<file path="config.mk">
export PLATFORM = sky130hd
export DESIGN_NAME = disc_drive_bringup_sequencer
export DESIGN_NICKNAME = d
export VERILOG_FILES = /design/src/rtl/ddbs_pkg.sv /design/src/rtl/disc_drive_bringup_sequencer.sv
export SDC_FILE = /design/constraint.sdc
export NUM_CORES = 1
export LEC_CHECK = 0
export BUFFER_PORTS_ARGS = -buffer_cell sky130_fd_sc_hd__buf_4
export CORE_AREA = 2 2 89 91
export CTS_BUF_LIST = sky130_fd_sc_hd__clkbuf_4 sky130_fd_sc_hd__clkbuf_8
export CTS_CLUSTER_DIAMETER = 150
export DETAILED_ROUTE_END_ITERATION = 8
export DIE_AREA = 0 0 91 93
export GPL_TIMING_DRIVEN = 1
export MAX_ROUTING_LAYER = met4
export PLACE_DENSITY = 0.52
export SLEW_MARGIN = 10
export SYNTH_ARGS = -nofsm -noshare
export SYNTH_HDL_FRONTEND = slang
export SYNTH_SLANG_ARGS = --single-unit
</file>
<file path="constraint.sdc">
create_clock -name clk -period 3.4 [get_ports clk]
set_input_delay 0.17 -clock clk [delete_from_list [all_inputs] [get_ports clk]]
set_output_delay 0.17 -clock clk [all_outputs]
set_load 0.01 [all_outputs]
</file>
<file path="src/rtl/ddbs_pkg.sv">
`timescale 1ns / 1ps

package ddbs_pkg;

  localparam int StatusWidth = 8;
  localparam int ActionWidth = 4;
  localparam int RetryWidth = 9;
  localparam int RevisionWidth = 16;

  localparam logic [RetryWidth-1:0] NO_DISC_RETRIES = 9'd26;
  localparam logic [RetryWidth-1:0] NOT_READY_RETRIES = 9'd413;
  localparam logic [RetryWidth-1:0] RETRY_MAX = 9'd511;
  localparam logic [RevisionWidth-1:0] NEW_REVISION_FLOOR = 16'h306b;

  localparam int StReadyBit = 0;
  localparam int StDoubleBit = 1;
  localparam int StSpinBit = 5;
  localparam int StDiscBit = 6;
  localparam int StDoorBit = 7;

  localparam logic FUNC_BEGIN = 1'b0;
  localparam logic FUNC_REPORT = 1'b1;

  typedef enum logic [1:0] {
    PH_IDLE  = 2'd0,
    PH_POLL  = 2'd1,
    PH_SPEED = 2'd2,
    PH_EJECT = 2'd3
  } phase_t;

  typedef enum logic [ActionWidth-1:0] {
    ACT_POLL       = 4'd0,
    ACT_DELAY_POLL = 4'd1,
    ACT_SPINUP     = 4'd2,
    ACT_QUERY      = 4'd3,
    ACT_EJECT      = 4'd4,
    ACT_WAIT_POLL  = 4'd5,
    ACT_DOOR_OPEN  = 4'd6,
    ACT_NO_DISC    = 4'd7,
    ACT_EJECTED    = 4'd8,
    ACT_RESET      = 4'd9,
    ACT_READY      = 4'd10
  } action_t;

endpackage

</file>
<file path="src/rtl/disc_drive_bringup_sequencer.sv">
`timescale 1ns / 1ps
// Channel       Direction  Payload
// s_axis        in         tuser: func; tdata: status[7:0]
// m_axis        out        tdata: action[3:0], double_speed[4], zero[7:5]; tlast: finished
// drive_revision in        write enable and 16-bit write data, no read-back
//
// An item is registered on entry and then decided into the result register, which offers it on m_axis,
// and one item is accepted every cycle while m_axis does not stall.
// The phase, retry count and unreadable flag update as each item leaves the input register.
// Reset is synchronous and clears the phase, the retry count, the revision and both valids.
// A stall on m_axis holds the result and, through the input register, backs up s_axis.

module disc_drive_bringup_sequencer
  import ddbs_pkg::*;
(
  input  logic                     clk,
  input  logic                     rst,
  input  logic                     s_axis_tvalid,
  output logic                     s_axis_tready,
  input  logic [StatusWidth-1:0]   s_axis_tdata,   // status[7:0]
  input  logic                     s_axis_tuser,   // func
  output logic                     m_axis_tvalid,
  input  logic                     m_axis_tready,
  output logic [7:0]               m_axis_tdata,   // action[3:0], double_speed[4], zero[7:5]
  output logic                     m_axis_tlast,
  input  logic                     drive_revision_wr_en,
  input  logic [RevisionWidth-1:0] drive_revision_wr_data
);

  logic [RevisionWidth-1:0] drive_revision;
  logic                     in_valid;
  logic                     in_func;
  logic [StatusWidth-1:0]   in_status;
  logic                     advance;

  phase_t                   phase, phase_next;
  logic [RetryWidth-1:0]    retry_count, retry_count_next;
  logic                     unreadable_seen, unreadable_seen_next;

  action_t                  action_next;
  logic                     finished_next;
  logic                     double_next;

  action_t                  out_action;
  logic                     out_finished;
  logic                     out_double;

  logic newer;
  logic door_closed, disc_in, ready_bit, spinning;
  logic retry_inc;

  assign advance = !m_axis_tvalid || m_axis_tready;
  assign s_axis_tready = !in_valid || advance;

  assign newer = drive_revision > NEW_REVISION_FLOOR;
  assign door_closed = in_status[StDoorBit];
  assign disc_in = in_status[StDiscBit];
  assign ready_bit = in_status[StReadyBit];
  assign spinning = in_status[StSpinBit];

  always_ff @(posedge clk) begin
    if (rst) begin
      drive_revision <= '0;
    end else if (drive_revision_wr_en) begin
      drive_revision <= drive_revision_wr_data;
    end
  end

  always_ff @(posedge clk) begin
    if (rst) begin
      in_valid <= 1'b0;
    end else if (s_axis_tready) begin
      in_valid <= s_axis_tvalid;
    end
  end

  always_ff @(posedge clk) begin
    if (s_axis_tready && s_axis_tvalid) begin
      in_func <= s_axis_tuser;
      in_status <= s_axis_tdata;
    end
  end

  // Next state of the sequencer for the item in the input register.
  always_comb begin
    phase_next = phase;
    retry_count_next = retry_count;
    unreadable_seen_next = unreadable_seen;
    retry_inc = 1'b0;
    if (in_func == FUNC_BEGIN) begin
      phase_next = PH_POLL;
      retry_count_next = '0;
      unreadable_seen_next = 1'b0;
    end else begin
      unique case (phase)
        PH_IDLE: begin
        end
        PH_SPEED: begin
          phase_next = PH_IDLE;
        end
        PH_EJECT: begin
          if (!door_closed) begin
            phase_next = PH_IDLE;
          end
        end
        PH_POLL: begin
          if (!door_closed) begin
            phase_next = PH_IDLE;
          end else if (!disc_in) begin
            if (newer ? !ready_bit : (retry_count < NO_DISC_RETRIES)) begin
              retry_inc = 1'b1;
            end else begin
              phase_next = PH_IDLE;
            end
          end else if (!ready_bit) begin
            if (!newer) begin
              if (retry_count > NOT_READY_RETRIES) begin
                phase_next = PH_IDLE;
              end else begin
                retry_inc = 1'b1;
              end
            end else if (!unreadable_seen) begin
              unreadable_seen_next = 1'b1;
              retry_inc = 1'b1;
            end else begin
              phase_next = PH_EJECT;
            end
          end else if (!spinning) begin
            retry_inc = 1'b1;
          end else begin
            phase_next = PH_SPEED;
          end
        end
        default: begin
        end
      endcase
      if (retry_inc && retry_count != RETRY_MAX) begin
        retry_count_next = retry_count + 1'b1;
      end
    end
  end

  // Result fields for the item in the input register.
  always_comb begin
    action_next = ACT_POLL;
    finished_next = 1'b0;
    double_next = 1'b0;
    if (in_func == FUNC_REPORT) begin
      unique case (phase)
        PH_IDLE: begin
          finished_next = 1'b1;
        end
        PH_SPEED: begin
          action_next = ACT_READY;
          finished_next = 1'b1;
          double_next = in_status[StDoubleBit];
        end
        PH_EJECT: begin
          if (!door_closed) begin
            action_next = ACT_EJECTED;
            finished_next = 1'b1;
          end else begin
            action_next = ACT_WAIT_POLL;
          end
        end
        PH_POLL: begin
          if (!door_closed) begin
            action_next = ACT_DOOR_OPEN;
            finished_next = 1'b1;
          end else if (!disc_in) begin
            if (newer ? !ready_bit : (retry_count < NO_DISC_RETRIES)) begin
              action_next = ACT_DELAY_POLL;
            end else begin
              action_next = ACT_NO_DISC;
              finished_next = 1'b1;
            end
          end else if (!ready_bit) begin
            if (!newer) begin
              if (retry_count > NOT_READY_RETRIES) begin
                action_next = ACT_RESET;
                finished_next = 1'b1;
              end else begin
                action_next = ACT_DELAY_POLL;
              end
            end else if (!unreadable_seen) begin
              action_next = ACT_DELAY_POLL;
            end else begin
              action_next = ACT_EJECT;
            end
          end else if (!spinning) begin
            action_next = ACT_SPINUP;
          end else begin
            action_next = ACT_QUERY;
          end
        end
        default: begin
        end
      endcase
    end
  end

  always_ff @(posedge clk) begin
    if (rst) begin
      phase <= PH_IDLE;
      retry_count <= '0;
      unreadable_seen <= 1'b0;
      m_axis_tvalid <= 1'b0;
    end else if (advance) begin
      m_axis_tvalid <= in_valid;
      if (in_valid) begin
        phase <= phase_next;
        retry_count <= retry_count_next;
        unreadable_seen <= unreadable_seen_next;
      end
    end
  end

  always_ff @(posedge clk) begin
    if (advance && in_valid) begin
      out_action <= action_next;
      out_finished <= finished_next;
      out_double <= double_next;
    end
  end

  assign m_axis_tdata = {3'b000, out_double, out_action};
  assign m_axis_tlast = out_finished;

endmodule

</file>
==> flow_metrics.py <==
metrics = {
    "outcome": {
        "status": "complete, no violations",
    },
    "cts": {
        "clock_latency_ps": 290,
        "clock-sinks": 42,
        "cts_max_level": 2,
        "cts_root_buffer": "clkbuf_8",
        "clk_pin_slew_ps": 90,
        "cts_buffer_depth": 2,
        "cts_buffers": 5,
        "postCtsResizedCells": 0,
        "post-cts-setup-buffer-count": 0,
        "cts_tree": "yes",
        "cts_hold_buf": 0,
    },
    "timing": {
        "setup_viol": 0,
        "fmax_ghz": 0.359,
        "finalCritPeriodShare_pct": 81.9,
        "hold_slack_ps": 46.4,
        "layout_setup_ws_ps": 614,
        "finalHoldViolations": 0,
        "slew_headroom_pct": 58.1,
        "rsz0062_at_grt": "no",
        "tns_ps": 0,
        "fin_skew_ps": 8.45,
        "maxSlewViolCount": 0,
        "period_minus_slack_ps": 2790,
        "worst_pin_slew_ps": 629,
    },
    "finish": {
        "antenna_cells": 0,
        "stdcell_count": 379,
        "syn2layout_area_growth_pct": 19.0,
        "drive_above_1_share_pct": 20.2,
        "layout_common_cells": "buf_4, nor2_1, dfxtp_1, nand2_1, mux2i_1",
        "layout_commonest_cell": "buf_4",
        "fillers": 833,
        "fin_nets": 313,
    },
    "yosys": {
        "syn-instance-count": 245,
        "ys_types": 49,
        "synth_flop_cell": "dfxtp_1",
        "ys_warn_count": 0,
        "synth_area_um2": 2220,
        "yosys.area.top_type": "dfxtp_1",
        "synth_edf_count": 12,
        "async_reset_ff_share_pct": 0,
        "avgSynthCellArea_um2": 9.04,
        "seq_area_frac_synth_pct": 43.4,
        "netlist.area_leader.share_pct": 27.1,
        "synth-seq-cells": 42,
        "netlist_top_cells_area": "dfxtp_1, edfxtp_1, mux2i_1",
    },
    "critical_path": {
        "cp.arrival_ps": 2960,
        "r2r-end": "retry_count[5]",
        "start_kind": "register",
        "endpoint_kind": "register",
        "crit_path_max_fanout": 15,
        "required_ps": 3580,
        "crit_type": "reg -> reg",
        "crit_path_end": "retry_count[5]",
        "regToRegStartpoint": "retry_count[1]",
        "reg2reg_slack_ps": 610,
        "r2r_cells": 11,
        "cp-startpoint": "retry_count[1]",
    },
    "routing": {
        "viasPerCell": 4.89,
        "drt_iter0_markers": 136,
        "antenna_left": 0,
        "wl_um": 4870,
        "num_vias": 1853,
        "firstDrtPassIters": 4,
        "wl_per_cell_um": 12.8,
        "drc": 0,
    },
    "power_and_ir_drop": {
        "power.leakage_nw": 0.989,
        "powerDensity_nw_per_um2": 381,
        "total_power_mw": 1.00,
        "peakVddDrop_uv": 200,
    },
    "run": {
        "cap_viol_max_count": 0,
    },
    "floorplanning": {
        "die_y_um": 93,
        "start_util_pct": 29.4,
        "placementRows": 32,
        "design.core.area_um2": 7530,
        "die_width_um": 91,
        "dieArea_um2": 8460,
        "ioPinCount": 41,
    },
    "global_routing": {
        "track_usage_pct": 12.2,
        "antenna_found_initial": 0,
        "grt_max_degree": 29,
        "grt_pass1_vias": 1742,
        "grt_overflow_total": 0,
        "grt_pass1_wl_um": 8310,
    },
    "hold_path": {
        "hold_class": "in -> reg",
        "hold_path_depth": 1,
    },
    "placed_design": {
        "gp_congestion": 0.853,
        "placed_cells": 371,
        "dpl.hpwl_um": 3500,
        "portBuffers": 34,
        "place_ws_ps": 637,
    },
}
[cells by family after synthesis]
| logic type | count (synthesis) | synth area share, % |
|---|---|---|
| buffers and inverters | 27 | 5.70 |
| adders and majority gates | 7 | 3.95 |
| other | 1 | 0.169 |
| muxes | 19 | 8.64 |
| and+or+nand+nor | 95 | 20.7 |
| AOI/OAI and AO/OA | 54 | 17.4 |
| DFF | 42 | 43.4 |
[critical path: stages (launching register included)]
cell and delay (ps):
dfxtp_1 420, ha_1 170, inv_1 50, nor2_1 270, nand2_1 90, nor2_1 120, ha_1 210, a311oi_4 60
nor4b_2 190, a41oi_2 530, a211o_2 240, mux2_1 310
[through the flow]
step / area (um2) / utilization [%]
after floorplan: 2220 / -
after global placement: 2550 / 33.8
after detailed placement: 2550 / 33.8
after CTS: 2640 / 35.0
after global routing: 2640 / 35.0
final: 2640 / 35.0
[layout make-up]
| class | count | area (um2) | share of cell area [%] |
|---|---|---|---|
| Multi-Input combinational cell | 178 | 1140 | 43.1 |
| Sequential cell | 42 | 961 | 36.4 |
| Timing Repair Buffer | 37 | 278 | 10.5 |
| Tap cell | 102 | 128 | 4.84 |
| Clock buffer | 6 | 76.3 | 2.89 |
| Inverter | 12 | 45.0 | 1.71 |
| Clock inverter | 2 | 13.8 | 0.522 |
[power by group]
part,internal [mW],switching (mW)
Combinational,0.0544,0.0674
Sequential,0.534,0.0150
Clock,0.153,0.180
[Yosys cell counts (all sizes together) (2+ instances only)]
library cell   n
a21oi         13
o211ai         3
mux2i         18
dfxtp         30
or4            2
o21ai         11
o32ai          2
or3            4
nand3          7
edfxtp        12
nand2b         4
and3           2
nor2          33
nor2b          2
nor4           2
buf            6
nor3           7
a31oi          8
and2           3
a21o           3
a211oi         3
nand4          5
clkbuf         9
ha             7
nand2         23
inv           11
o41ai          2
[routing by layer]
| layer | global-route usage [%] | up-vias | wire [um] |
|---|---|---|---|
| met3 | 2.34 | 4 | 253 |
| li1 | - | 940 | - |
| met5 | - | - | 0 |
| met4 | 3.91 | 0 | 31 |
| met2 | 18.3 | 56 | 2290 |
| met1 | 16.7 | 853 | 2300 |
[worst min-delay path by stage]
| stage | start | endpoint | slack (ps) |
|---|---|---|---|
| finish | s_axis_tuser | in_func | 50 |
| global route | s_axis_tuser | in_func | 30 |
| CTS | s_axis_tdata[0] | in_status[0] | 40 |
| detailed placement | s_axis_tdata[0] | in_status[0] | 350 |
| global placement | s_axis_tdata[0] | in_status[0] | 350 |
| floorplan | s_axis_tuser | in_func | 270 |
[sequential cells by signal (all words and copies together) (netlist names)]
name             cells
in_status            5
drive_revision      16
m_axis_tlast         1
retry_count          9
phase                2
in_func              1
out_double           1
m_axis_tvalid        1
unreadable_seen      1
in_valid             1
out_action           4
Power figures use the tool's default switching activity.
